[config.mk]
export PLATFORM = sky130hd
export DESIGN_NAME = tagged_fifo_selective_dequeue
export DESIGN_NICKNAME = d
export VERILOG_FILES = /design/src/rtl/tfsd_pkg.sv /design/src/rtl/tfsd_cell.sv /design/src/rtl/tagged_fifo_selective_dequeue.sv
export SDC_FILE = /design/constraint.sdc
export NUM_CORES = 1
export LEC_CHECK = 0
export ABC_AREA = 0
export BUFFER_PORTS_ARGS = -buffer_cell sky130_fd_sc_hd__buf_2
export CORE_MARGIN = 2
export CORE_UTILIZATION = 67
export CTS_BUF_LIST = sky130_fd_sc_hd__clkbuf_4 sky130_fd_sc_hd__clkbuf_8
export DETAILED_ROUTE_END_ITERATION = 8
export GPL_TIMING_DRIVEN = 1
export PLACE_DENSITY = 0.85
export SLEW_MARGIN = 20
export SYNTH_ARGS = -nofsm -noshare
export SYNTH_HDL_FRONTEND = slang
export SYNTH_SLANG_ARGS = --single-unit
[constraint.sdc]
create_clock -name aclk -period 12.6 [get_ports aclk]
set_clock_uncertainty 0.1 [all_clocks]
set_input_delay 0.63 -clock aclk [delete_from_list [all_inputs] [get_ports aclk]]
set_output_delay 0.63 -clock aclk [all_outputs]
set_load 0.02 [all_outputs]
[src/rtl/tfsd_pkg.sv]
`default_nettype none
// ----------------------------------------------------------------------------
// tfsd_pkg
// Shared types and codes for the tagged FIFO with selective dequeue: command
// and status codes, and the control bundle broadcast to every queue cell.
// ----------------------------------------------------------------------------
package tfsd_pkg;

    localparam int PAYLOAD_W = 32;
    localparam int PRIO_W    = 8;
    localparam int OCC_W     = 5;

    // Command codes carried on the input beat.
    typedef enum logic [1:0] {
        FUNC_ENQ       = 2'd0,
        FUNC_DEQ       = 2'd1,
        FUNC_DEQ_EXACT = 2'd2,
        FUNC_DEQ_AT_LEAST = 2'd3
    } func_t;

    // Status codes carried on the result beat.
    typedef enum logic [1:0] {
        ST_OK      = 2'd0,
        ST_FULL    = 2'd1,
        ST_EMPTY   = 2'd2,
        ST_NOMATCH = 2'd3
    } status_t;

    // Control broadcast to every cell in the cycle a command is taken.
    typedef struct packed {
        logic                enq;   // store the new entry at the tail
        logic                deq;   // a removal command is being executed
        func_t               func;
        logic [PRIO_W-1:0]   prio;
        logic [PAYLOAD_W-1:0] payload;
    } tfsd_ctl_t;

endpackage : tfsd_pkg
`default_nettype wire

[src/rtl/tfsd_cell.sv]
`default_nettype none
// ----------------------------------------------------------------------------
// tfsd_cell
// One queue slot. It compares its priority against the command, passes the
// first-match flag and the removed payload to the next cell, and takes its
// right neighbor's entry when a removal closes the gap at or before it.
// ----------------------------------------------------------------------------
module tfsd_cell
    import tfsd_pkg::*;
(
    input  wire logic                 aclk,
    input  wire tfsd_ctl_t            ctl,
    input  wire logic                 occupied,
    input  wire logic                 load_here,
    input  wire logic [PAYLOAD_W-1:0] nb_payload,
    input  wire logic [PRIO_W-1:0]    nb_prio,
    input  wire logic                 found_in,
    input  wire logic [PAYLOAD_W-1:0] removed_in,
    output logic                      found_out,
    output logic [PAYLOAD_W-1:0]      removed_out,
    output logic [PAYLOAD_W-1:0]      cell_payload,
    output logic [PRIO_W-1:0]         cell_prio
);

    logic [PAYLOAD_W-1:0] payload_reg, payload_next;
    logic [PRIO_W-1:0]    prio_reg, prio_next;
    logic                 hit;
    logic                 first_hit;
    logic                 shift;

    // Match test for the command under way.
    always_comb begin
        case (ctl.func)
            FUNC_DEQ:       hit = occupied;
            FUNC_DEQ_EXACT: hit = occupied && (prio_reg == ctl.prio);
            FUNC_DEQ_AT_LEAST: hit = occupied && (prio_reg >= ctl.prio);
            default:        hit = 1'b0;
        endcase
    end

    // First-match ripple: only the oldest hit hands out its payload.
    assign first_hit   = hit && !found_in;
    assign found_out   = found_in || hit;
    assign removed_out = removed_in | (first_hit ? payload_reg : '0);

    // Every cell from the removed one onward takes its neighbor's entry.
    assign shift = ctl.deq && found_out;

    always_comb begin
        payload_next = payload_reg;
        prio_next    = prio_reg;
        if (ctl.enq && load_here) begin
            payload_next = ctl.payload;
            prio_next    = ctl.prio;
        end else if (shift) begin
            payload_next = nb_payload;
            prio_next    = nb_prio;
        end
    end

    always_ff @(posedge aclk) begin
        payload_reg <= payload_next;
        prio_reg    <= prio_next;
    end

    assign cell_payload = payload_reg;
    assign cell_prio    = prio_reg;

endmodule : tfsd_cell
`default_nettype wire

[src/rtl/tagged_fifo_selective_dequeue.sv]
`default_nettype none
// ----------------------------------------------------------------------------
// tagged_fifo_selective_dequeue
// Ordered queue of payload handles with priorities; removal of the oldest
// entry, of the oldest exact-priority entry, or of the oldest entry at or
// above a threshold, with the gap closed in the same cycle.
// ----------------------------------------------------------------------------
// Usage:
//   The s_ channel carries one command per beat: s_func selects enqueue or
//   one of three removals, s_payload_in and s_prio carry the entry or the
//   match value. The m_ channel returns one result beat per command with
//   m_status, m_payload_out (zero unless an entry was removed) and
//   m_occupancy, the entry count after the command.
//   The result beat is valid the cycle after the command beat is taken.
//   Throughput is one command per cycle while m_ready stays high; the cells
//   compare in parallel, and the first-match ripple through the row of
//   DEPTH cells plus the shift sets the cycle's logic depth.
//   Reset (aresetn low, synchronous) empties the queue and drops any pending
//   result; cell contents are not cleared since empty cells are never read.
//   When the receiver holds m_ready low, the result stays in the output
//   register and s_ready falls until that beat is taken, so no command is
//   executed without a place for its result.
// ----------------------------------------------------------------------------
module tagged_fifo_selective_dequeue
    import tfsd_pkg::*;
#(
    parameter int DEPTH = 16
) (
    input  wire logic                 aclk,
    input  wire logic                 aresetn,
    input  wire logic                 s_valid,
    output logic                      s_ready,
    input  wire logic [1:0]           s_func,
    input  wire logic [PAYLOAD_W-1:0] s_payload_in,
    input  wire logic [PRIO_W-1:0]    s_prio,
    output logic                      m_valid,
    input  wire logic                 m_ready,
    output logic [1:0]                m_status,
    output logic [PAYLOAD_W-1:0]      m_payload_out,
    output logic [OCC_W-1:0]          m_occupancy
);

    localparam int CNT_W = $clog2(DEPTH + 1);

    logic [CNT_W-1:0]     count_reg, count_next;
    logic                 m_valid_reg, m_valid_next;
    status_t              m_status_reg, m_status_next;
    logic [PAYLOAD_W-1:0] m_payload_reg, m_payload_next;

    logic                 s_fire;
    logic                 full;
    logic                 empty;
    func_t                func;
    tfsd_ctl_t            ctl;

    logic [PAYLOAD_W-1:0] nb_payload [DEPTH+1];
    logic [PRIO_W-1:0]    nb_prio    [DEPTH+1];
    logic                 found      [DEPTH+1];
    logic [PAYLOAD_W-1:0] removed    [DEPTH+1];

    assign s_ready = !m_valid_reg || m_ready;
    assign s_fire  = s_valid && s_ready;
    assign func    = func_t'(s_func);
    assign full    = (count_reg == CNT_W'(DEPTH));
    assign empty   = (count_reg == '0);

    // Control broadcast to the row of cells.
    always_comb begin
        ctl.enq     = s_fire && (func == FUNC_ENQ) && !full;
        ctl.deq     = s_fire && (func != FUNC_ENQ);
        ctl.func    = func;
        ctl.prio    = s_prio;
        ctl.payload = s_payload_in;
    end

    // Chain ends: nothing found before the head, nothing beyond the tail.
    assign found[0]          = 1'b0;
    assign removed[0]        = '0;
    assign nb_payload[DEPTH] = '0;
    assign nb_prio[DEPTH]    = '0;

    // Row of cells, head at index zero.
    for (genvar i = 0; i < DEPTH; i++) begin : g_cell
        tfsd_cell u_cell (
            .aclk         (aclk),
            .ctl          (ctl),
            .occupied     (CNT_W'(i) < count_reg),
            .load_here    (CNT_W'(i) == count_reg),
            .nb_payload   (nb_payload[i+1]),
            .nb_prio      (nb_prio[i+1]),
            .found_in     (found[i]),
            .removed_in   (removed[i]),
            .found_out    (found[i+1]),
            .removed_out  (removed[i+1]),
            .cell_payload (nb_payload[i]),
            .cell_prio    (nb_prio[i])
        );
    end

    // Count update and result beat.
    always_comb begin
        count_next     = count_reg;
        m_valid_next   = m_valid_reg && !m_ready;
        m_status_next  = m_status_reg;
        m_payload_next = m_payload_reg;
        if (s_fire) begin
            m_valid_next   = 1'b1;
            m_payload_next = '0;
            if (func == FUNC_ENQ) begin
                if (full) begin
                    m_status_next = ST_FULL;
                end else begin
                    m_status_next = ST_OK;
                    count_next    = count_reg + 1'b1;
                end
            end else if (empty) begin
                m_status_next = ST_EMPTY;
            end else if (!found[DEPTH]) begin
                m_status_next = ST_NOMATCH;
            end else begin
                m_status_next  = ST_OK;
                m_payload_next = removed[DEPTH];
                count_next     = count_reg - 1'b1;
            end
        end
    end

    always_ff @(posedge aclk) begin
        if (!aresetn) begin
            count_reg   <= '0;
            m_valid_reg <= 1'b0;
        end else begin
            count_reg   <= count_next;
            m_valid_reg <= m_valid_next;
        end
    end

    always_ff @(posedge aclk) begin
        m_status_reg  <= m_status_next;
        m_payload_reg <= m_payload_next;
    end

    assign m_valid       = m_valid_reg;
    assign m_status      = m_status_reg;
    assign m_payload_out = m_payload_reg;
    assign m_occupancy   = OCC_W'(count_reg);

    // The entry count never passes the depth.
    a_count_bound: assert property (@(posedge aclk) disable iff (!aresetn)
        count_reg <= CNT_W'(DEPTH))
        else $error("entry count above depth");

    // An accepted enqueue into a non-full queue adds exactly one entry.
    a_enq_count: assert property (@(posedge aclk) disable iff (!aresetn)
        (s_fire && (func == FUNC_ENQ) && !full) |=> count_reg == $past(count_reg) + 1'b1)
        else $error("enqueue did not grow the count by one");

    // A failed command returns a zero payload.
    a_fail_zero: assert property (@(posedge aclk) disable iff (!aresetn)
        (m_valid_reg && (m_status_reg != ST_OK)) |-> (m_payload_reg == '0))
        else $error("nonzero payload on failed command");

    // While a result beat stalls, no command changes the queue.
    a_stall_hold: assert property (@(posedge aclk) disable iff (!aresetn)
        (m_valid_reg && !m_ready) |=> $stable(count_reg))
        else $error("queue changed while result stalled");

    // A successful removal lowers the count by one.
    a_deq_count: assert property (@(posedge aclk) disable iff (!aresetn)
        (s_fire && (func != FUNC_ENQ) && found[DEPTH])
            |=> count_reg == $past(count_reg) - 1'b1)
        else $error("removal did not shrink the count by one");

endmodule : tagged_fifo_selective_dequeue
`default_nettype wire

==> results of run 1 <==
==> Yosys cell counts, types with 38 or more instances <==
cell type / instances
edfxtp_1: 674
a21oi_1: 65
nand2_1: 217
inv_1: 58
nand3_1: 40
clkbuf_1: 178
ha_1: 133
a31oi_1: 38
mux2_2: 512
and3_1: 53
nor2_1: 79
o21ai_0: 128
==> final timing paths <==
path                                 start                            endpoint  slack [ps]  depth (start not counted)
min reg2reg                        m_valid                             m_valid         450                          2
max reg2reg  g_cell[7].u_cell.cell_prio[1]  g_cell[15].u_cell.cell_payload[24]        6980                         11
max                              s_prio[1]  g_cell[15].u_cell.cell_payload[24]        6590                         14
min                                s_valid                             m_valid          60                          3
==> cell usage in the layout (no fill, tap or decap), types with 32 or more instances in the layout <==
cell      Yosys  layout
mux2_2      512     512
a31oi_1      38      38
clkbuf_8      0     111
and3_1       53      52
clkbuf_4      0      43
inv_1        58      58
a222oi_1     32      32
nand2_1     217     208
buf_4         3      64
a21oi_1      65      62
nand3_1      40      39
o21ai_0     128     119
buf_2        15      86
nor2_1       79      75
edfxtp_1    674     674
ha_1        133     133
a221o_1      32      32
==> final cells by class <==
cell class                 instances  share of cell area (%)
sequential                       680                    52.8
multi-input combinational       1680                    36.4
clock buffer                     154                    4.79
timing repair buffer             151                    2.43
tap                              680                    2.20
clock inverter                    43                   0.820
inverter                          59                   0.574
antenna                            3                  0.0195
==> worst register-to-register path: cells and delay by family (launching register included) <==
kind	cells	cell delay [ps]
DFF	1	420
AOI/OAI and AO/OA	4	1450
buffers and inverters	2	730
and+or+nand+nor	4	2190
adders and majority gates	1	310
==> power breakdown <==
| part | internal [uW] | switching (uW) |
|---|---|---|
| clock | 1010 | 920 |
| sequential | 3980 | 542 |
| combinational | 1250 | 2280 |
==> logic make-up (layout without fill, tap and decap cells) <==
group / Yosys count / count (layout) / synth area share (%)
flip-flops: 680 / 680 / 58.0
AO/OA/AOI/OAI: 545 / 545 / 11.3
multiplexers: 515 / 515 / 16.5
AND/OR/NAND/NOR: 487 / 487 / 6.54
buffers and inverters: 268 / 407 / 2.95
adder cells (fa/ha/maj): 133 / 133 / 4.74
other: 0 / 3 / 0
==> metrics by stage <==
step           hold slack [ps]  utilization (%)  std cells
5_1_grt                    106             74.8       3448
3_3_place_gp               400             70.5       3249
6_report                  60.3             74.8       3450
4_1_cts                   32.2             74.7       3446
2_1_floorplan              426                -       2628
3_5_place_dp               424             70.5       3249
==> layer usage <==
metal  up-vias  GRT usage, %  wire length (um)
met2      2103          61.8             48900
met4         6          21.9              5580
li1      10500             -                 -
met1     12400          50.3             37600
met3       448          12.1             15500
met5         -             0                46
==> summary.txt, run 1 <==
Critical path
  • Top delay family on crit path: simple AND/OR/NAND/NOR gates
  • Setup CP Type: in2reg
  • Critical Path AT: 6310 ps
  • Worst path most repeated cell: buf_4
  • WP data required: 12890 ps
  • CP cell instances: buf_2 -> inv_1 -> buf_4 -> ha_1 -> nor2b_1 -> o211ai_1 -> a211oi_1 -> o31a_2 -> or2_1 -> or4b_2 -> buf_4 -> or4_1 -> a32o_2 -> buf_4
  • Crit-path max cell delay: 940 ps
  • Startpoint types: input port
  • Bufs and invs on worst path: 5
  • CP endpoint kind: register
  • Maximum fanout along the worst path: 34
  • Slowest CP cell: or4b_2

Floorplan
  • Die extent in y: 233 um
  • Die Area: 54300 sq um
  • Die width: 233 um
  • I/O Pins: 87
  • Core Box Area: 51600 sq um
  • FP Rows: 83
  • Starting density of the core: 68.1%

Yosys
  • Yosys warnings: 0
  • Main flop type after synthesis: edfxtp_1
  • Sequential-to-total area share from yosys stat: 58.0%
  • Synth top area share: 57.6%
  • Net count after synthesis: 2807
  • Async SR Flop Fraction: 0%
  • Post-synth EDFFs: 674
  • Synthesized cell area: 35100 sq um
  • Syn_area_per_cell: 13.4 sq um
  • Post-Syn Instances: 2628
  • Synth cell types: 74
  • Post-synth top area cell: edfxtp_1
  • Synthesis-stage register bit count: 680
  • Dominant cells by area after synthesis: edfxtp_1 (58%), mux2_2 (16%), ha_1 (4.7%)

STA
  • Setup violators final: 0
  • Slew HR: 23.7%
  • Upper clock frequency limit: 166 MHz
  • Final Hold Fails: 0
  • Setup TNS: 0 ps
  • Final WS setup: 6590 ps
  • RSZ-0062 raised after global routing: false
  • Final Slew Violations: 0
  • Worst-margin pin slew: 1140 ps
  • Final worst path period share: 47.7%
  • Minimum clock period: 6010 ps

Worst hold path
  • Min-delay worst type: in2reg

Clocking
  • CTS tree: done
  • Num CTS Buffers: 109
  • Post-CTS Hold Fix Bufs: 0
  • Clock root cell: clkbuf_8
  • Post-CTS Setup Bufs: 0
  • Clk_lat worst skew: 760 ps
  • Clock transition at the registers of the reported paths: 60 ps
  • H-tree levels: 3
  • CTS max path bufs: 3
  • CTS sink cnt: 680
  • CTS resizes: 0

Layout
  • Area delta synth->final: 9.87%
  • Filler Cells Inserted: 3164
  • Final nets: 2860
  • Post-Layout Inst Area: 38600 sq um
  • Number of flip-flops under the largest register name: 512
  • Storage element area: 20400 sq um
  • Share of cells above drive strength 1: 33.5%
  • Area occupied by multi-input gates: 14100 sq um

Global routing
  • Total track usage: 39.8%
  • Largest net degree at the start of global routing: 55
  • Total grt overflow: 0
  • First-pass GRT wire length: 158000 um
  • Antenna violations before repair: 6
  • Number of global-route vias before repair: 25700

Run status
  • Status: finished, final reports clean

Routing
  • Vias per inst: 7.36
  • DRC viols: 0
  • DRT antenna net count: 0
  • Detailed router's first-iteration violation count: 3629
  • WL final: 108000 um
  • TritonRoute pass-1 iters: 9
  • Via count of the routed design: 25400
  • WL per Instance: 31.2 um

Pwr
  • Leakage: 0.0138 uW
  • Power per standard cell area: 259 nW/um^2
  • Maximum vdd drop: 0.275 mV
  • Pwr Total: 9980 uW

Run
  • Max-cap violations: 0

Placed design
  • DP Area: 36400 sq um
  • RePlAce Congestion: 0.940
  • # port buffers: 86
  • HPWL after DPL: 61800 um
  • Pre-CTS setup slack: 5990 ps
(Power assumes the default switching activity.)
==> run 2, diff against run 1 <==
--- a/config.mk
+++ b/config.mk
@@ -8,11 +8,11 @@
 export ABC_AREA = 0
 export BUFFER_PORTS_ARGS = -buffer_cell sky130_fd_sc_hd__buf_2
 export CORE_MARGIN = 2
-export CORE_UTILIZATION = 67
+export CORE_UTILIZATION = 59
 export CTS_BUF_LIST = sky130_fd_sc_hd__clkbuf_4 sky130_fd_sc_hd__clkbuf_8
 export DETAILED_ROUTE_END_ITERATION = 8
 export GPL_TIMING_DRIVEN = 1
-export PLACE_DENSITY = 0.85
+export PLACE_DENSITY = 0.79
 export SLEW_MARGIN = 20
 export SYNTH_ARGS = -nofsm -noshare
 export SYNTH_HDL_FRONTEND = slang
==> constraint.sdc (replaced) <==
create_clock -name aclk -period 5.2 [get_ports aclk]
set_clock_uncertainty 0.1 [all_clocks]
set_input_delay 0.26 -clock aclk [delete_from_list [all_inputs] [get_ports aclk]]
set_output_delay 0.26 -clock aclk [all_outputs]
set_load 0.02 [all_outputs]
==> run 2 against run 1 <==
Effect of this change:
- the run now ends with design-rule violations left
- utilization decreased by 7.3 points
- register-to-register slack got worse by 6300 ps
- combinational power increased to 2.6 times the previous value
- worst hold slack improved by 34 ps
- non-clock buffer count increased by 89
- final area increased by 2.9%
- via count increased by 1.9%
- total power increased by 150%
- clock power increased by 150%
- wire length increased by 3.5%
- sequential power increased by 140%
- setup slack got worse by 6300 ps
- critical path type unchanged
- largest cell class unchanged
==> summary.txt, run 2 (synthesis gave the netlist of run 1 again) <==
Pwr
  • Int Power: 15500 uW
  • Switch share: 37.5%
  • Power per standard cell area: 624 nW/um^2
  • Combinational Power Share: 36.6%
  • Leakage: 0.0143 uW
  • Switching Power: 9290 uW
  • Maximum vdd drop: 0.709 mV
  • Reg power frac: 44.1%
  • Clock power share: 19.4%

Clocking
  • Clock root cell: clkbuf_8
  • Num CTS Buffers: 112
  • CTS max path bufs: 3
  • CTS tree: done
  • H-tree levels: 3
  • Clk_lat worst skew: 750 ps
  • Post-CTS Setup Bufs: 0
  • CTS sink cnt: 680
  • Clock transition at the registers of the reported paths: 70 ps

Worst hold path
  • Min-delay worst type: in2reg
  • Hold path start: s_prio[0]
  • Worst Hold End: g_cell[13].u_cell.cell_prio[0]
  • Worst Hold Depth: 3

Routing
  • WL per Instance: 30.6 um
  • WL final: 111000 um
  • DRC viols: 1
  • Via count of the routed design: 25900
  • TritonRoute pass-1 iters: 9
  • DRT antenna net count: 0
  • Vias per inst: 7.11
  • Detailed router's first-iteration violation count: 3806

Critical path
  • Bufs and invs on worst path: 4
  • Maximum fanout along the worst path: 27
  • Worst reg-to-reg path cell count: 10
  • R2R Path End: g_cell[15].u_cell.cell_payload[25]
  • Slowest CP cell: or4b_2
  • Setup CP Type: in2reg
  • Reg2reg start: g_cell[6].u_cell.cell_prio[1]
  • WP data required: 5570 ps
  • Top delay family on crit path: simple AND/OR/NAND/NOR gates
  • Critical Path AT: 5280 ps
  • R2R setup slack: 720 ps
  • Startpoint types: input port
  • CP endpoint kind: register
  • Crit-path max cell delay: 780 ps
  • CP cell instances: dlygate4sd3_1 -> buf_2 -> inv_1 -> ha_1 -> nor2b_1 -> o211ai_1 -> a2111oi_0 -> o31ai_1 -> nand4_1 -> or4b_2 -> or4_1 -> a32o_2 -> buf_12

STA
  • Slew HR: 23.0%
  • Worst-margin pin slew: 1160 ps
  • Setup violators final: 0
  • Final worst path period share: 94.4%
  • Upper clock frequency limit: 204 MHz
  • RSZ-0062 raised after global routing: false
  • Minimum clock period: 4910 ps
  • Final Slew Violations: 0
  • Final Hold Fails: 0

Global routing
  • M3 GR Usage: 10.0%
  • Antenna violations before repair: 4
  • Largest net degree at the start of global routing: 42
  • Number of global-route vias before repair: 25800
  • Most Crowded Layer GR: met2
  • Total grt overflow: 0
  • GRT met1 Usage: 47.8%
  • Total track usage: 36.2%
  • Met2 Track Usage GR: 55.4%
  • First-pass GRT wire length: 163000 um

Placed design
  • RePlAce Congestion: 1.01
  • DP Area: 37000 sq um
  • # port buffers: 86
  • HPWL after DPL: 67300 um

Layout
  • Share of cells above drive strength 1: 33.9%
  • Filler Cells Inserted: 4033
  • Area occupied by multi-input gates: 14100 sq um
  • Area delta synth->final: 13.1%
  • Post-Layout Inst Area: 39700 sq um
  • Most common cell after layout, fill and taps aside: edfxtp_1
  • Commonest non-fill, non-tap cells in the layout: edfxtp_1 (674), mux2_2 (512), nand2_1 (208)
  • Final nets: 2952
  • Storage element area: 20400 sq um
  • Number of flip-flops under the largest register name: 512
  • Final Util: 67.4%

Floorplan
  • Die Area: 61500 sq um
  • I/O Pins: 87
  • Core Box Area: 58900 sq um
  • Die extent in y: 248 um
  • Starting density of the core: 59.6%
  • Die width: 248 um
  • FP Rows: 89

Run
  • Max-cap violations: 0

Run status
  • Status: complete, but fails checks
  • Violated checks: design-rule violations
run 2: cell types whose count changed in the layout (fill, tap and decap cells not counted), moves of 2 or more:
cell           change
clkinv_1          +12
buf_4             +34
clkbuf_8           +8
clkinv_8           -2
dlygate4sd3_1     +42
a21oi_2            -2
a21oi_4            +2
clkbuf_4           -2
buf_12            +13
clkinv_2           -6
run 2: routing by layer:
layer | wire [um] | vias to the layer above
li1 | - | 10700
met3 | 15800 | 461
met5 | 13 | -
met4 | 6240 | 2
met1 | 40100 | 12700
met2 | 49300 | 2121
run 2: tightest hold or removal path: stages:
cell	delay, ps
buf_2	300
nand2_1	130
o21ai_0	70
run 2: how the worst max path moves through the flow:
stage / from / to / slack (ps) / cells past startpoint
2_1_floorplan: m_valid / g_cell[6].u_cell.cell_payload[0] / -730 / 6
3_3_place_gp: s_prio[1] / g_cell[15].u_cell.cell_payload[24] / 390 / 12
3_5_place_dp: s_prio[1] / g_cell[15].u_cell.cell_payload[26] / 190 / 12
4_1_cts: s_prio[1] / g_cell[15].u_cell.cell_payload[12] / 400 / 13
5_1_grt: s_prio[1] / g_cell[15].u_cell.cell_payload[26] / 240 / 13
6_report: s_prio[1] / g_cell[15].u_cell.cell_payload[25] / 290 / 13
run 2: per-stage QoR:
step	power [uW]	hold slack, ps	setup slack, ps	TNS (ps)	cells
floorplan	15800	299	-732	-105780	2628
global placement	19200	399	389	0	3389
detailed placement	19600	426	193	0	3389
CTS	24400	62.9	396	0	3639
global route	25600	83.4	245	0	3643
finish	24800	94.7	292	0	3644
run 2: power groups by stage:
stage                     Sequential (uW)  Clock (uW)  Combinational [uW]
after floorplan                     10700           0                5160
after global placement              10800           0                8370
after detailed placement            10900           0                8660
after CTS                           10900        4810                8720
after global routing                11100        5030                9450
final                               10900        4800                9060
run 2: cell type report:
| class | count | share of cell area [%] |
|---|---|---|
| multi-input cells | 1680 | 35.4 |
| well taps | 773 | 2.43 |
| clock inverters | 49 | 0.812 |
| flip-flops and latches | 680 | 51.2 |
| inverters | 59 | 0.557 |
| diodes | 4 | 0.0252 |
| repair buffers | 240 | 4.68 |
| clock buffers | 159 | 4.86 |
run 2: repair_timing:
action | in CTS | in global routing
hold endpoints to repair | 542 | 0
hold buffers | 42 | 0
gates resized for setup | 0 | 0
